===== config.mk =====
export PLATFORM = sky130hd
export DESIGN_NAME = rfc3339_to_unix_ms_parser
export DESIGN_NICKNAME = d
export VERILOG_FILES = /design/src/design/rtum_pkg.sv /design/src/design/rtum_mac.sv /design/src/design/rtum_lexer.sv /design/src/design/rtum_seq.sv /design/src/design/rfc3339_to_unix_ms_parser.sv
export SDC_FILE = /design/constraint.sdc
export NUM_CORES = 2
export LEC_CHECK = 0
export ABC_AREA = 1
export ABC_CLOCK_PERIOD_IN_PS = 9500
export BUFFER_PORTS_ARGS = -buffer_cell sky130_fd_sc_hd__buf_2
export CORE_MARGIN = 10
export CORE_UTILIZATION = 55
export CTS_BUF_LIST = sky130_fd_sc_hd__clkbuf_16
export CTS_CLUSTER_DIAMETER = 120
export DETAILED_ROUTE_END_ITERATION = 10
export GPL_TIMING_DRIVEN = 0
export PLACE_DENSITY_LB_ADDON = 0.15
export SLEW_MARGIN = 30
export SYNTH_ARGS = -nofsm -noshare
export SYNTH_HDL_FRONTEND = slang
export SYNTH_SLANG_ARGS = --single-unit
export TNS_END_PERCENT = 100

===== constraint.sdc =====
create_clock -name clk_i -period 9.5 [get_ports clk_i]
set_input_delay 0.95 -clock clk_i [delete_from_list [all_inputs] [get_ports clk_i]]
set_output_delay 0.95 -clock clk_i [all_outputs]
set_load 0.05 [all_outputs]

===== src/design/rtum_pkg.sv =====
`timescale 1ns / 1ps
`default_nettype none
// ----------------------------------------------------------------------------
// rtum_pkg: shared types and constants of the timestamp parser
// character codes, field limits, calendar tables and the unit's op bundle
// ----------------------------------------------------------------------------
package rtum_pkg;

  localparam logic [7:0] CH_ZERO    = 8'h30;
  localparam logic [7:0] CH_NINE    = 8'h39;
  localparam logic [7:0] CH_DASH    = 8'h2d;
  localparam logic [7:0] CH_PLUS    = 8'h2b;
  localparam logic [7:0] CH_COLON   = 8'h3a;
  localparam logic [7:0] CH_DOT     = 8'h2e;
  localparam logic [7:0] CH_UPPER_T = 8'h54;
  localparam logic [7:0] CH_LOWER_T = 8'h74;
  localparam logic [7:0] CH_UPPER_Z = 8'h5a;
  localparam logic [7:0] CH_LOWER_Z = 8'h7a;

  localparam logic [4:0] FIXED_LEN   = 5'd19;
  localparam logic [1:0] FRAC_DIGITS = 2'd3;
  localparam logic [2:0] ZONE_LEN    = 3'd5;
  localparam logic [6:0] MAX_HOUR    = 7'd23;
  localparam logic [6:0] MAX_MINUTE  = 7'd59;
  localparam logic [6:0] MIN_PER_HR  = 7'd60;

  localparam int unsigned YEAR_W  = 14;
  localparam int unsigned FIELD_W = 7;
  localparam int unsigned FRAC_W  = 10;
  localparam int unsigned ZONE_W  = 12;
  localparam int unsigned MS_W    = 49;
  localparam int unsigned K_W     = 13;

  // reciprocal of 100 scaled by 2^19, exact for values below 43690
  localparam logic [K_W-1:0] K_RECIP100  = 13'd5243;
  localparam int unsigned    RECIP_SHIFT = 19;
  localparam logic [K_W-1:0] K_DAYS_YEAR = 13'd365;
  localparam logic [K_W-1:0] K_HOURS     = 13'd24;
  localparam logic [K_W-1:0] K_SIXTY     = 13'd60;
  localparam logic [K_W-1:0] K_MILLI     = 13'd1000;

  localparam logic [YEAR_W-1:0] YEAR_SHIFT = 14'd400;
  // days from the shifted civil origin to 1970-01-01, plus one for the day base
  localparam logic signed [20:0] DAY_BASE = -21'sd865566;

  typedef struct packed {
    logic                     pre_ok;
    logic [YEAR_W-1:0]        year;
    logic [FIELD_W-1:0]       month;
    logic [FIELD_W-1:0]       day;
    logic [FIELD_W-1:0]       hour;
    logic [FIELD_W-1:0]       minute;
    logic [FIELD_W-1:0]       second;
    logic [FRAC_W-1:0]        frac_ms;
    logic signed [ZONE_W-1:0] zone_min;
  } rtum_fields_t;

  typedef struct packed {
    logic                   en;
    logic signed [MS_W-1:0] mul_a;
    logic [K_W-1:0]         mul_k;
    logic signed [MS_W-1:0] add_b;
  } rtum_mac_op_t;

  function automatic logic [4:0] month_days(input logic [FIELD_W-1:0] month,
                                            input logic leap);
    logic [4:0] days;
    case (month)
      7'd1, 7'd3, 7'd5, 7'd7, 7'd8, 7'd10, 7'd12: days = 5'd31;
      7'd4, 7'd6, 7'd9, 7'd11:                    days = 5'd30;
      7'd2:                                       days = leap ? 5'd29 : 5'd28;
      default:                                    days = 5'd0;
    endcase
    return days;
  endfunction

  // first day of a month in a march-based year
  function automatic logic [8:0] doy_start(input logic [FIELD_W-1:0] mp);
    logic [8:0] doy;
    case (mp)
      7'd0:    doy = 9'd0;
      7'd1:    doy = 9'd31;
      7'd2:    doy = 9'd61;
      7'd3:    doy = 9'd92;
      7'd4:    doy = 9'd122;
      7'd5:    doy = 9'd153;
      7'd6:    doy = 9'd184;
      7'd7:    doy = 9'd214;
      7'd8:    doy = 9'd245;
      7'd9:    doy = 9'd275;
      7'd10:   doy = 9'd306;
      7'd11:   doy = 9'd337;
      default: doy = 9'd0;
    endcase
    return doy;
  endfunction

endpackage
`default_nettype wire


===== src/design/rtum_mac.sv =====
`timescale 1ns / 1ps
`default_nettype none
// ----------------------------------------------------------------------------
// rtum_mac: shared multiply-add unit
// acc <= a * k + b, one request per cycle, result held in its register
// ----------------------------------------------------------------------------
module rtum_mac (
  input  wire                             clk_i,
  input  rtum_pkg::rtum_mac_op_t          op_i,
  output logic signed [rtum_pkg::MS_W-1:0] acc_o
);
  import rtum_pkg::*;

  logic signed [MS_W+K_W:0] prod;
  logic signed [MS_W-1:0]   acc_d;
  logic signed [MS_W-1:0]   acc_q;

  always_comb begin
    prod  = op_i.mul_a * $signed({1'b0, op_i.mul_k});
    acc_d = MS_W'(prod[MS_W-1:0] + op_i.add_b);
  end

  always_ff @(posedge clk_i) begin
    if (op_i.en) begin
      acc_q <= acc_d;
    end
  end

  assign acc_o = acc_q;

endmodule
`default_nettype wire


===== src/design/rtum_lexer.sv =====
`timescale 1ns / 1ps
`default_nettype none
// ----------------------------------------------------------------------------
// rtum_lexer: character scanner
// checks the timestamp layout one character a cycle while take_i is high and collects the fields
// ----------------------------------------------------------------------------
module rtum_lexer (
  input  wire                    clk_i,
  input  wire                    rst_ni,
  input  wire                    take_i,
  input  wire  [7:0]             text_char_i,
  input  wire                    is_final_i,
  output logic                   done_o,
  output rtum_pkg::rtum_fields_t fields_o
);
  import rtum_pkg::*;

  typedef enum logic [2:0] {
    PH_FIXED,
    PH_AFTER_SEC,
    PH_FRAC_FIRST,
    PH_FRAC_MORE,
    PH_ZULU,
    PH_ZONE,
    PH_ZONE_DONE
  } phase_e;

  phase_e              phase_q, phase_d;
  logic [4:0]          char_idx_q, char_idx_d;
  logic [YEAR_W-1:0]   year_q, year_d;
  logic [FIELD_W-1:0]  month_q, month_d, day_q, day_d;
  logic [FIELD_W-1:0]  hour_q, hour_d, minute_q, minute_d, second_q, second_d;
  logic [FRAC_W-1:0]   frac_q, frac_d;
  logic [1:0]          frac_cnt_q, frac_cnt_d;
  logic                zone_neg_q, zone_neg_d;
  logic [FIELD_W-1:0]  zone_hour_q, zone_hour_d, zone_minute_q, zone_minute_d;
  logic [2:0]          zone_idx_q, zone_idx_d;
  logic                malformed_q, malformed_d;
  logic                done_q, done_d;

  logic [3:0]          dig;
  logic                is_dig;
  logic                is_zulu;
  logic                is_sign;
  logic [FRAC_W-1:0]   frac_add;
  logic                zone_on;
  logic [12:0]         zone_total;
  logic [ZONE_W-1:0]   zone_mag;

  function automatic logic [FIELD_W-1:0] acc7(input logic [FIELD_W-1:0] acc,
                                              input logic [3:0] d);
    return FIELD_W'(acc * 7'd10 + {3'd0, d});
  endfunction

  always_comb begin
    // low nibble of '0'..'9' is the digit value
    dig     = text_char_i[3:0];
    is_dig  = (text_char_i >= CH_ZERO) && (text_char_i <= CH_NINE);
    is_zulu = text_char_i inside {CH_UPPER_Z, CH_LOWER_Z};
    is_sign = text_char_i inside {CH_PLUS, CH_DASH};

    case (frac_cnt_q)
      2'd0:    frac_add = {6'd0, dig} * 10'd100;
      2'd1:    frac_add = {6'd0, dig} * 10'd10;
      default: frac_add = {6'd0, dig};
    endcase

    phase_d       = phase_q;
    char_idx_d    = char_idx_q;
    year_d        = year_q;
    month_d       = month_q;
    day_d         = day_q;
    hour_d        = hour_q;
    minute_d      = minute_q;
    second_d      = second_q;
    frac_d        = frac_q;
    frac_cnt_d    = frac_cnt_q;
    zone_neg_d    = zone_neg_q;
    zone_hour_d   = zone_hour_q;
    zone_minute_d = zone_minute_q;
    zone_idx_d    = zone_idx_q;
    malformed_d   = malformed_q;
    done_d        = 1'b0;

    if (done_q) begin
      phase_d       = PH_FIXED;
      char_idx_d    = '0;
      year_d        = '0;
      month_d       = '0;
      day_d         = '0;
      hour_d        = '0;
      minute_d      = '0;
      second_d      = '0;
      frac_d        = '0;
      frac_cnt_d    = '0;
      zone_neg_d    = 1'b0;
      zone_hour_d   = '0;
      zone_minute_d = '0;
      zone_idx_d    = '0;
      malformed_d   = 1'b0;
    end else if (take_i) begin
      done_d = is_final_i;
      if (!malformed_q) begin
        case (phase_q)
          PH_FIXED: begin
            if (char_idx_q == 5'd4 || char_idx_q == 5'd7) begin
              if (text_char_i != CH_DASH) malformed_d = 1'b1;
            end else if (char_idx_q == 5'd10) begin
              if (!(text_char_i inside {CH_UPPER_T, CH_LOWER_T})) malformed_d = 1'b1;
            end else if (char_idx_q == 5'd13 || char_idx_q == 5'd16) begin
              if (text_char_i != CH_COLON) malformed_d = 1'b1;
            end else if (!is_dig) begin
              malformed_d = 1'b1;
            end else if (char_idx_q <= 5'd3) begin
              year_d = YEAR_W'(year_q * 14'd10 + {10'd0, dig});
            end else if (char_idx_q <= 5'd6) begin
              month_d = acc7(month_q, dig);
            end else if (char_idx_q <= 5'd9) begin
              day_d = acc7(day_q, dig);
            end else if (char_idx_q <= 5'd12) begin
              hour_d = acc7(hour_q, dig);
            end else if (char_idx_q <= 5'd15) begin
              minute_d = acc7(minute_q, dig);
            end else begin
              second_d = acc7(second_q, dig);
            end
            char_idx_d = char_idx_q + 5'd1;
            if (char_idx_d == FIXED_LEN) phase_d = PH_AFTER_SEC;
          end
          PH_AFTER_SEC: begin
            if (text_char_i == CH_DOT) begin
              phase_d = PH_FRAC_FIRST;
            end else if (is_zulu) begin
              phase_d = PH_ZULU;
            end else if (is_sign) begin
              zone_neg_d = (text_char_i == CH_DASH);
              zone_idx_d = '0;
              phase_d    = PH_ZONE;
            end else begin
              malformed_d = 1'b1;
            end
          end
          PH_FRAC_FIRST, PH_FRAC_MORE: begin
            if (is_dig) begin
              if (frac_cnt_q < FRAC_DIGITS) begin
                frac_d     = frac_q + frac_add;
                frac_cnt_d = frac_cnt_q + 2'd1;
              end
              phase_d = PH_FRAC_MORE;
            end else if (phase_q == PH_FRAC_MORE && is_zulu) begin
              phase_d = PH_ZULU;
            end else if (phase_q == PH_FRAC_MORE && is_sign) begin
              zone_neg_d = (text_char_i == CH_DASH);
              zone_idx_d = '0;
              phase_d    = PH_ZONE;
            end else begin
              malformed_d = 1'b1;
            end
          end
          PH_ZONE: begin
            if (zone_idx_q == 3'd2) begin
              if (text_char_i != CH_COLON) malformed_d = 1'b1;
            end else if (!is_dig) begin
              malformed_d = 1'b1;
            end else if (zone_idx_q < 3'd2) begin
              zone_hour_d = acc7(zone_hour_q, dig);
            end else begin
              zone_minute_d = acc7(zone_minute_q, dig);
            end
            zone_idx_d = zone_idx_q + 3'd1;
            if (zone_idx_d >= ZONE_LEN) phase_d = PH_ZONE_DONE;
          end
          default: begin
            malformed_d = 1'b1;
          end
        endcase
      end
    end
  end

  always_ff @(posedge clk_i or negedge rst_ni) begin
    if (!rst_ni) begin
      phase_q       <= PH_FIXED;
      char_idx_q    <= '0;
      year_q        <= '0;
      month_q       <= '0;
      day_q         <= '0;
      hour_q        <= '0;
      minute_q      <= '0;
      second_q      <= '0;
      frac_q        <= '0;
      frac_cnt_q    <= '0;
      zone_neg_q    <= 1'b0;
      zone_hour_q   <= '0;
      zone_minute_q <= '0;
      zone_idx_q    <= '0;
      malformed_q   <= 1'b0;
      done_q        <= 1'b0;
    end else begin
      phase_q       <= phase_d;
      char_idx_q    <= char_idx_d;
      year_q        <= year_d;
      month_q       <= month_d;
      day_q         <= day_d;
      hour_q        <= hour_d;
      minute_q      <= minute_d;
      second_q      <= second_d;
      frac_q        <= frac_d;
      frac_cnt_q    <= frac_cnt_d;
      zone_neg_q    <= zone_neg_d;
      zone_hour_q   <= zone_hour_d;
      zone_minute_q <= zone_minute_d;
      zone_idx_q    <= zone_idx_d;
      malformed_q   <= malformed_d;
      done_q        <= done_d;
    end
  end

  // snapshot of the finished string
  always_comb begin
    zone_on    = (phase_q == PH_ZONE_DONE);
    zone_total = {6'd0, zone_hour_q} * {6'd0, MIN_PER_HR} + {6'd0, zone_minute_q};
    zone_mag   = ZONE_W'(zone_total);

    fields_o.pre_ok = !malformed_q && (phase_q == PH_ZULU || zone_on)
                      && hour_q <= MAX_HOUR && minute_q <= MAX_MINUTE
                      && second_q <= MAX_MINUTE && day_q != '0
                      && (!zone_on || (zone_hour_q <= MAX_HOUR
                                       && zone_minute_q <= MAX_MINUTE));
    fields_o.year    = year_q;
    fields_o.month   = month_q;
    fields_o.day     = day_q;
    fields_o.hour    = hour_q;
    fields_o.minute  = minute_q;
    fields_o.second  = second_q;
    fields_o.frac_ms = frac_q;
    if (!zone_on) begin
      fields_o.zone_min = '0;
    end else if (zone_neg_q) begin
      fields_o.zone_min = $signed(-zone_mag);
    end else begin
      fields_o.zone_min = $signed(zone_mag);
    end
  end

  assign done_o = done_q;

endmodule
`default_nettype wire


===== src/design/rtum_seq.sv =====
`timescale 1ns / 1ps
`default_nettype none
// ----------------------------------------------------------------------------
// rtum_seq: epoch sequencer
// checks the calendar date and folds the fields into milliseconds on the unit
// ----------------------------------------------------------------------------
module rtum_seq (
  input  wire                              clk_i,
  input  wire                              rst_ni,
  input  wire                              load_i,
  input  rtum_pkg::rtum_fields_t           fields_i,
  output rtum_pkg::rtum_mac_op_t           op_o,
  input  wire signed [rtum_pkg::MS_W-1:0]  acc_i,
  output logic                             busy_o,
  output logic                             out_valid_o,
  input  wire                              out_stall_i,
  output logic                             ok_o,
  output logic signed [rtum_pkg::MS_W-1:0] epoch_ms_o
);
  import rtum_pkg::*;

  typedef enum logic [3:0] {
    S_IDLE,
    S_LEAP,
    S_Q100,
    S_DAYS,
    S_HOUR,
    S_MIN,
    S_SEC,
    S_MS,
    S_OUT
  } state_e;

  state_e              state_q;
  rtum_fields_t        f_q;
  logic [YEAR_W-1:0]   y_adj_q;
  logic signed [20:0]  base_q;
  logic                ok_q;
  logic                out_valid_q;

  logic [FIELD_W-1:0]  q_cur;
  logic [YEAR_W-1:0]   rem100;
  logic                leap;
  logic [4:0]          dim;
  logic                day_ok;
  logic [FIELD_W-1:0]  mp;
  logic [8:0]          doy;
  logic signed [20:0]  base_d;
  logic signed [7:0]   adj;
  logic signed [12:0]  min_zone;
  logic [YEAR_W-1:0]   y_adj_d;

  always_comb begin
    q_cur  = acc_i[RECIP_SHIFT+FIELD_W-1:RECIP_SHIFT];
    rem100 = YEAR_W'(f_q.year - {7'd0, q_cur} * 14'd100);
    leap   = (rem100 == '0) ? (q_cur[1:0] == 2'd0) : (f_q.year[1:0] == 2'd0);
    dim    = month_days(f_q.month, leap);
    day_ok = f_q.day <= {2'd0, dim};
    mp     = (f_q.month > 7'd2) ? FIELD_W'(f_q.month - 7'd3) : FIELD_W'(f_q.month + 7'd9);
    doy    = doy_start(mp);
    base_d = $signed({9'd0, y_adj_q[YEAR_W-1:2]}) + $signed({12'd0, doy})
             + $signed({14'd0, f_q.day}) + DAY_BASE;
    adj    = $signed({3'd0, q_cur[FIELD_W-1:2]}) - $signed({1'b0, q_cur});
    min_zone = $signed({6'd0, f_q.minute}) - $signed({f_q.zone_min[ZONE_W-1], f_q.zone_min});
    y_adj_d  = YEAR_W'(fields_i.year + YEAR_SHIFT
                       - ((fields_i.month <= 7'd2) ? 14'd1 : 14'd0));

    op_o.en    = 1'b1;
    op_o.mul_a = acc_i;
    op_o.mul_k = K_SIXTY;
    op_o.add_b = '0;
    case (state_q)
      S_LEAP: begin
        op_o.mul_a = $signed({35'd0, f_q.year});
        op_o.mul_k = K_RECIP100;
      end
      S_Q100: begin
        op_o.mul_a = $signed({35'd0, y_adj_q});
        op_o.mul_k = K_RECIP100;
      end
      S_DAYS: begin
        op_o.mul_a = $signed({35'd0, y_adj_q});
        op_o.mul_k = K_DAYS_YEAR;
        op_o.add_b = $signed({{28{base_q[20]}}, base_q}) + $signed({{41{adj[7]}}, adj});
      end
      S_HOUR: begin
        op_o.mul_k = K_HOURS;
        op_o.add_b = $signed({42'd0, f_q.hour});
      end
      S_MIN: begin
        op_o.add_b = $signed({{36{min_zone[12]}}, min_zone});
      end
      S_SEC: begin
        op_o.add_b = $signed({42'd0, f_q.second});
      end
      S_MS: begin
        op_o.mul_k = K_MILLI;
        op_o.add_b = $signed({39'd0, f_q.frac_ms});
      end
      default: begin
        op_o.en = 1'b0;
      end
    endcase
  end

  always_ff @(posedge clk_i or negedge rst_ni) begin
    if (!rst_ni) begin
      state_q     <= S_IDLE;
      f_q         <= '0;
      y_adj_q     <= '0;
      base_q      <= '0;
      ok_q        <= 1'b0;
      out_valid_q <= 1'b0;
    end else begin
      case (state_q)
        S_IDLE: begin
          if (load_i) begin
            f_q     <= fields_i;
            y_adj_q <= y_adj_d;
            state_q <= S_LEAP;
          end
        end
        S_LEAP: begin
          base_q  <= base_d;
          state_q <= S_Q100;
        end
        S_Q100: begin
          ok_q    <= f_q.pre_ok && day_ok;
          state_q <= S_DAYS;
        end
        S_DAYS: state_q <= S_HOUR;
        S_HOUR: state_q <= S_MIN;
        S_MIN:  state_q <= S_SEC;
        S_SEC:  state_q <= S_MS;
        S_MS: begin
          out_valid_q <= 1'b1;
          state_q     <= S_OUT;
        end
        S_OUT: begin
          if (!out_stall_i) begin
            out_valid_q <= 1'b0;
            state_q     <= S_IDLE;
          end
        end
        default: state_q <= S_IDLE;
      endcase
    end
  end

  assign busy_o      = (state_q != S_IDLE);
  assign out_valid_o = out_valid_q;
  assign ok_o        = ok_q;
  assign epoch_ms_o  = ok_q ? acc_i : '0;

endmodule
`default_nettype wire


===== src/design/rfc3339_to_unix_ms_parser.sv =====
`timescale 1ns / 1ps
`default_nettype none
// ----------------------------------------------------------------------------
// rfc3339_to_unix_ms_parser: timestamp text to signed unix milliseconds
// scans one character per request and converts the date on a shared unit
// ----------------------------------------------------------------------------
//   channel  direction  handshake                 payload
//   in       input      in_valid_i / in_stall_o   text_char_i, is_final_i
//   out      output     out_valid_o / out_stall_i ok_o, epoch_ms_o
//
// a non-final character is taken without stalling the input
// the final character hands the fields to the sequencer, which then runs seven
// steps of the shared multiply-add unit before the result is valid
// in_stall_o stays high from the final character until the result is taken
// reset clears the scanner and sequencer at once, no clearing pass
// ----------------------------------------------------------------------------
module rfc3339_to_unix_ms_parser (
  input  wire                              clk_i,
  input  wire                              rst_ni,
  input  wire                              in_valid_i,
  output logic                             in_stall_o,
  input  wire  [7:0]                       text_char_i,
  input  wire                              is_final_i,
  output logic                             out_valid_o,
  input  wire                              out_stall_i,
  output logic                             ok_o,
  output logic signed [rtum_pkg::MS_W-1:0] epoch_ms_o
);
  import rtum_pkg::*;

  logic                   take;
  logic                   done;
  logic                   busy;
  rtum_fields_t           fields;
  rtum_mac_op_t           mac_op;
  logic signed [MS_W-1:0] acc;

  assign in_stall_o = done || busy;
  assign take       = in_valid_i && !in_stall_o;

  rtum_lexer u_lexer (
    .clk_i       (clk_i),
    .rst_ni      (rst_ni),
    .take_i      (take),
    .text_char_i (text_char_i),
    .is_final_i  (is_final_i),
    .done_o      (done),
    .fields_o    (fields)
  );

  rtum_mac u_mac (
    .clk_i (clk_i),
    .op_i  (mac_op),
    .acc_o (acc)
  );

  rtum_seq u_seq (
    .clk_i       (clk_i),
    .rst_ni      (rst_ni),
    .load_i      (done),
    .fields_i    (fields),
    .op_o        (mac_op),
    .acc_i       (acc),
    .busy_o      (busy),
    .out_valid_o (out_valid_o),
    .out_stall_i (out_stall_i),
    .ok_o        (ok_o),
    .epoch_ms_o  (epoch_ms_o)
  );

endmodule
`default_nettype wire

# ---- After elaboration in Yosys (flattened, before gate mapping)
# Memory sizes are Yosys's and may differ from the RTL's.
# Cells that the tools add are included.
dict set report totals {
  ff_bits 251
  mem_bits_ro 144
  input_bits 13
  output_inout_bits 52
  elab_cells 394
  n_memories 1
}
# memory depth word_bits rd rd_clocked_by_memory_dff wr line
set memory_table {}
lappend memory_table {{(no name shown)} 16 9 1 0 0 rtum_pkg.sv:80} ;# case (mp)
dict set report classes {
  addsub 26
  n_mul 13
  magnitude_cmp 18
  n_eq_ne 66
  muxes 169
  reduce_logical 70
}
# op count
set ops {}
lappend ops {{7-bit two-way mux} 74}
lappend ops {{49-bit one-hot mux with 5 select lines} 1}
lappend ops {{14-bit two-way mux} 9}
lappend ops {{49-bit one-hot mux with 2 select lines} 1}
lappend ops {{10-bit two-way mux} 6}
lappend ops {{3-bit two-way mux} 20}
lappend ops {{13-bit one-hot mux with 4 select lines} 1}
lappend ops {{49-bit adder} 1}
lappend ops {{7-bit by 4-bit adder with 7-bit output} 7}
lappend ops {{49-bit by 14-bit multiplier with 49-bit output} 1}
lappend ops {{7-bit by 3-bit multiplier with 6-bit output, second input constant} 7}
lappend ops {{49-bit two-way mux} 1}
lappend ops {{4-bit one-hot mux with 9 select lines} 1}
lappend ops {{7-bit by 4-bit == test with 1-bit output, second input constant} 5}
lappend ops {{1-bit two-way mux} 33}
lappend ops {{8-bit by 7-bit == test with 1-bit output, second input constant} 4}
lappend ops {{2-bit nonzero test} 16}
lappend ops {{7-bit by 3-bit == test with 1-bit output, second input constant} 4}
lappend ops {{14-bit subtractor} 2}
lappend ops {{9-bit AND reduction} 3}
lappend ops {{8-bit by 6-bit == test with 1-bit output, second input constant} 3}
lappend ops {{12-bit two-way mux} 2}
lappend ops {{12-bit AND reduction} 2}
lappend ops {{21-bit by 8-bit adder with 22-bit output} 1}
lappend ops {{84 further kinds} 157}

# ---- Logic depth before layout (Yosys ltp)
dict set report logic_depth {
  depth_word 15
  mapped_depth 44
  ltp_nobuf 43
}

# ---- By module
# Synthesis repeated with hierarchy kept, for this count alone.
dict set report unflattened {
  cells_unflattened 5471
  hier_area_um2 40356.2
}
# mod n_inst cells_each area_per_inst_um2 seq_area_each_um2
set modules_own_cells {}
lappend modules_own_cells {rtum_mac 1 2766 21230.4 1471.4}
lappend modules_own_cells {rtum_seq 1 1529 10070.9 2677.6}
lappend modules_own_cells {rtum_lexer 1 1171 9031.2 2227.1}
lappend modules_own_cells {rfc3339_to_unix_ms_parser 1 5 23.8 0.0}

# ---- Worst setup path after synthesis
# Ideal clock, no wire load.
dict set report synth_timing {
  kind {reg2reg}
  start {register u_mac.acc_q[23], in the netlist u_mac.acc_o[23]}
  end {register u_mac.acc_q[36], in the netlist u_mac.acc_o[36], data pin}
  setup_time_ns 0.265
  t_arrival_ns 7.365
  t_required_ns 9.235
  setup_slack_ns 1.870
  stages_incl_launch_ff 36
  n_path_buf 0
  cell_sequence {edfxtp_1 -> ha_1 -> nand3_1 -> nand2_1 -> a21oi_1 -> o21ai_0 -> nand2_1 -> ha_1 -> nand2_1 -> o21ai_0 -> o21bai_1 -> nand2_1 -> a31oi_1 -> a21oi_1 -> o21ai_0 -> nand2_1 -> fa_1 -> fa_1 -> inv_1 -> fa_1 -> fa_1 -> inv_1 -> fa_1 -> inv_1 -> fa_1 -> inv_1 -> ha_1 -> nand2_1 -> nor2_1 -> inv_1 -> nor4_1 -> nand2_1 -> nand3_1 -> a31oi_1 -> o21ai_0 -> xor2_1}
}
dict set report synth_via {
  elab_chain_len 4
}
# item line
set synth_lines {}
lappend synth_lines {{start: declaration} rtum_mac.sv:16} ;# logic signed [MS_W-1:0] acc_q;
lappend synth_lines {{start signal: assignment} rtum_mac.sv:25} ;# acc_q <= acc_d;
lappend synth_lines {{parallel branches: the longest is 3 deep, another holds 49-bit by 14-bit multiplier with 49-bit output} --}
lappend synth_lines {{49-bit adder (*)} rtum_mac.sv:20} ;# acc_d = MS_W'(prod[MS_W-1:0] + op_i.add_b);
lappend synth_lines {{via u_mac.acc_d[36]} rtum_mac.sv:15} ;# logic signed [MS_W-1:0] acc_d;
# Mark *: on every way through the listed nets, which the timed path passes.
# A chain may end at the register's enable or synchronous reset.

# ---- Worst setup path in the final report
dict set report layout_timing {
  start {register u_mac.acc_q[20], in the netlist u_mac.acc_o[20]}
  end {register u_mac.acc_q[41], in the netlist u_mac.acc_o[41], data pin}
}
# Same word-level chain as after synthesis.

==> run_results.csv <==
group,metric,value,unit
sta,setup_violations,0,
clocking,cts_max_path_buffers,3,
worst_setup_path,path_common_cell,"fa_1",
detailed_routing,wl,101700,microns
die,start_util,0.5583,
worst_setup_path,cpPeakStageDelay,0.60,ns
global_routing,track_usage,0.2649,
detailed_routing,first_pass_iters,6,
placed_design,io_buffers,64,
die,ios,65,
global_routing,grt_pass1_vias,30960,
die,die_x,279.3,microns
sta,rsz0062_at_grt,"true",
clocking,cts_root_buf,"clkbuf_16",
sta,fin_skew,0.01580,ns
detailed_routing,drt-initial-drc-count,1851,
layout,final_cell_mix,"inv_1, nand2_1, fa_1",
worst_setup_path,criticalPathCategory,"reg2reg",
worst_setup_path,cpMaxStageDelayCell,"edfxtp_1",
sta,timing.fmax,109.4,MHz
placed_design,place_area,38910,sq um
layout,stdcell_area,40080,sq um
detailed_routing,post_drt_wl_per_cell,17.35,microns
global_routing,grt_overflow,0,
synth,synth_cells,4752,
clocking,cts_inserted_buffers,30,
clocking,htree_levels,1,
outcome,status,"finished, final reports clean",
clocking,clk_pin_slew,0.07,ns
synth,synthFlopType,"dfrtp_1",
detailed_routing,ant_nets,0,
synth,syn_area,36970,sq um
worst_setup_path,cp.arrival,9.45,ns
die,placementRows,94,
sta,finalHoldViolations,0,
synth,synth-edff-count,49,
worst_setup_path,r2r_setup_slack,0.36,ns
placed_design,dpl.hpwl,86250,microns
sta,min_period_over_period,0.9620,
die,coreArea,66220,sq um
synth,yosysUniqueCellTypes,61,
global_routing,grt_pass1_wl,165300,microns
worst_setup_path,crit_required,9.81,ns
sta,fin_crit,9.139,ns
synth,syn_area_per_cell,7.779,sq um
global_routing,antenna_found_initial,1,
worst_setup_path,r2r-end,"u_mac.acc_o[41]",
worst_setup_path,worst-r2r-cell-count,37,
detailed_routing,vias_per_cell,5.227,
layout,syn_to_final_growth,8.414,%
worst_setup_path,rr_startpoint,"u_mac.acc_o[20]",
sta,slew_headroom,0.3078,
clocking,clock_latency,0.58,ns
synth,ys_ff_latch,245,
synth,yosysWarnings,0,
synth,postSynth.asyncResetShare,0.8000,
die,fp.dieH,279.3,microns
worst_setup_path,cp_max_fo,5,
die,die_area,77980,sq um
sta,tightestPinTransition,1.038,ns
clocking,clock_sinks,245,
global_routing,grt_max_degree,81,
layout,mostFrequentLayoutCell,"inv_1",
layout,drive_gt1_frac,0.04003,
placed_design,gp_congestion,0.9716,
worst_hold_path,min_path_type,"in2async",
worst_setup_path,crit_path_end_kind,"flip-flop",
flow_run,drv_cap,0,
synth,yosysSeqAreaShare,0.1725,
sta,finalMaxSlewViolations,0,
worst_setup_path,startpoint_type,"flip-flop",
clocking,cts_tree,"done",
detailed_routing,vias,30630,
detailed_routing,drc_errors,0,
clocking,postCtsHoldBufs,0,
layout,fin_nets,5839,
layout,antennaDiodeCount,0,
-- sequential cells by signal (all words and copies together) (netlist names) --
signal and count:
u_lexer.char_idx_q 5, u_lexer.day_q 7, u_lexer.done_o 1, u_lexer.frac_cnt_q 2
u_lexer.frac_q 10, u_lexer.hour_q 7, u_lexer.malformed_q 1, u_lexer.minute_q 7
u_lexer.month_q 7, u_lexer.phase_q 3, u_lexer.second_q 7, u_lexer.year_q 14
u_lexer.zone_hour_q 7, u_lexer.zone_idx_q 3, u_lexer.zone_minute_q 7, u_lexer.zone_neg_q 1
u_mac.acc_o 49, u_seq.base_q 15, u_seq.f_q 72, u_seq.ok_o 1
u_seq.out_valid_o 1, u_seq.state_q 4, u_seq.y_adj_q 14
-- cells by family (layout without fill, tap and decap cells) --
logic type	count (synthesis)	count (layout)	synth area share
other cells	1	113	0.0001014
flops	245	245	0.1725
compound gates	664	664	0.1014
buf+inv	1305	1437	0.1340
xor+xnor	180	180	0.04265
simple gates	1504	1504	0.1662
fa+ha+maj	853	853	0.3831
-- critical path: cells and delay by family, from the launching register on --
family / cells / cell delay, ns
xor+xnor: 3 / 0.47
compound gates: 7 / 1.49
simple gates: 12 / 1.41
fa+ha+maj: 9 / 4.31
flops: 1 / 0.60
buf+inv: 6 / 0.56
-- Yosys cell counts (7+ instances only) --
| cell type | n | area share |
|---|---|---|
| edfxtp_1 | 49 | 0.040 |
| a21o_1 | 10 | 0.0020 |
| inv_1 | 1214 | 0.12 |
| o21ai_0 | 265 | 0.036 |
| a22o_1 | 8 | 0.0019 |
| nand3_1 | 147 | 0.020 |
| o21bai_1 | 13 | 0.0026 |
| nand2_1 | 790 | 0.080 |
| buf_2 | 12 | 0.0016 |
| o211ai_1 | 18 | 0.0037 |
| xor2_1 | 117 | 0.028 |
| a31oi_1 | 26 | 0.0044 |
| fa_1 | 465 | 0.25 |
| nor4_1 | 9 | 0.0015 |
| o21a_1 | 12 | 0.0024 |
| ha_1 | 388 | 0.13 |
| o22ai_1 | 29 | 0.0049 |
| clkbuf_1 | 51 | 0.0052 |
| buf_1 | 14 | 0.0014 |
| a21oi_1 | 225 | 0.030 |
| xnor2_1 | 63 | 0.015 |
| nor3_1 | 34 | 0.0046 |
| dfrtp_1 | 196 | 0.13 |
| nor2_1 | 450 | 0.046 |
| or2_2 | 12 | 0.0020 |
| nand4_1 | 30 | 0.0051 |
| a211oi_1 | 7 | 0.0014 |
| o31ai_1 | 7 | 0.0014 |
-- routing by layer --
metal / wire (microns) / GRT usage / vias to the layer above
li1: - / - / 14920
met1: 44490 / 0.3477 / 14790
met2: 48510 / 0.4550 / 736
met3: 4935 / 0.02552 / 192
met4: 3721 / 0.08598 / 2
met5: 13 / 0 / -
-- stage by stage --
| stage | utilization | std cells | hold WS (ns) | setup WS, ns | TNS (ns) |
|---|---|---|---|---|---|
| 2_1_floorplan | - | 4864 | 0.4422 | 1.870 | 0 |
| 3_3_place_gp | 0.5858 | 5792 | 0.4625 | 0.01316 | 0 |
| 3_5_place_dp | 0.5876 | 5796 | 0.4637 | 0.07451 | 0 |
| 4_1_cts | 0.6034 | 5851 | 0.3088 | 0.03240 | 0 |
| 5_1_grt | 0.6053 | 5860 | 0.3312 | -0.07229 | -0.1625 |
| 6_report | 0.6053 | 5860 | 0.3010 | 0.3613 | 0 |
-- how the worst max path moves through the flow --
| stage | startpoint | to | slack (ns) | cells after the start |
|---|---|---|---|---|
| 3_5_place_dp | u_mac.acc_o[21] | u_mac.acc_o[36] | 0.07 | 35 |
| 5_1_grt | u_mac.acc_o[20] | u_mac.acc_o[36] | -0.07 | 36 |
| 2_1_floorplan | u_mac.acc_o[23] | u_mac.acc_o[36] | 1.87 | 35 |
| 3_3_place_gp | u_mac.acc_o[21] | u_mac.acc_o[36] | 0.01 | 35 |
| 4_1_cts | u_mac.acc_o[21] | u_mac.acc_o[36] | 0.03 | 35 |
| 6_report | u_mac.acc_o[20] | u_mac.acc_o[41] | 0.36 | 37 |
-- what timing repair did --
action	CTS	global route
endpoints found under the hold margin	0	0
resized for setup	0	21
buffers inserted	0	9
setup endpoints to repair	0	31
-- area by class of cell --
cell class | count | area [sq um]
tap | 864 | 1081
inverter | 1221 | 4587
fill | 6173 | 26140
clock inverter | 21 | 193.9
buffer | 84 | 372.9
multi-input combinational | 3314 | 26120
sequential | 245 | 6376
timing repair buffer | 77 | 495.5
clock buffer | 34 | 850.8
Power is not shown: default switching activity piles up to over one toggle a cycle in this logic, so the estimate is an artifact.
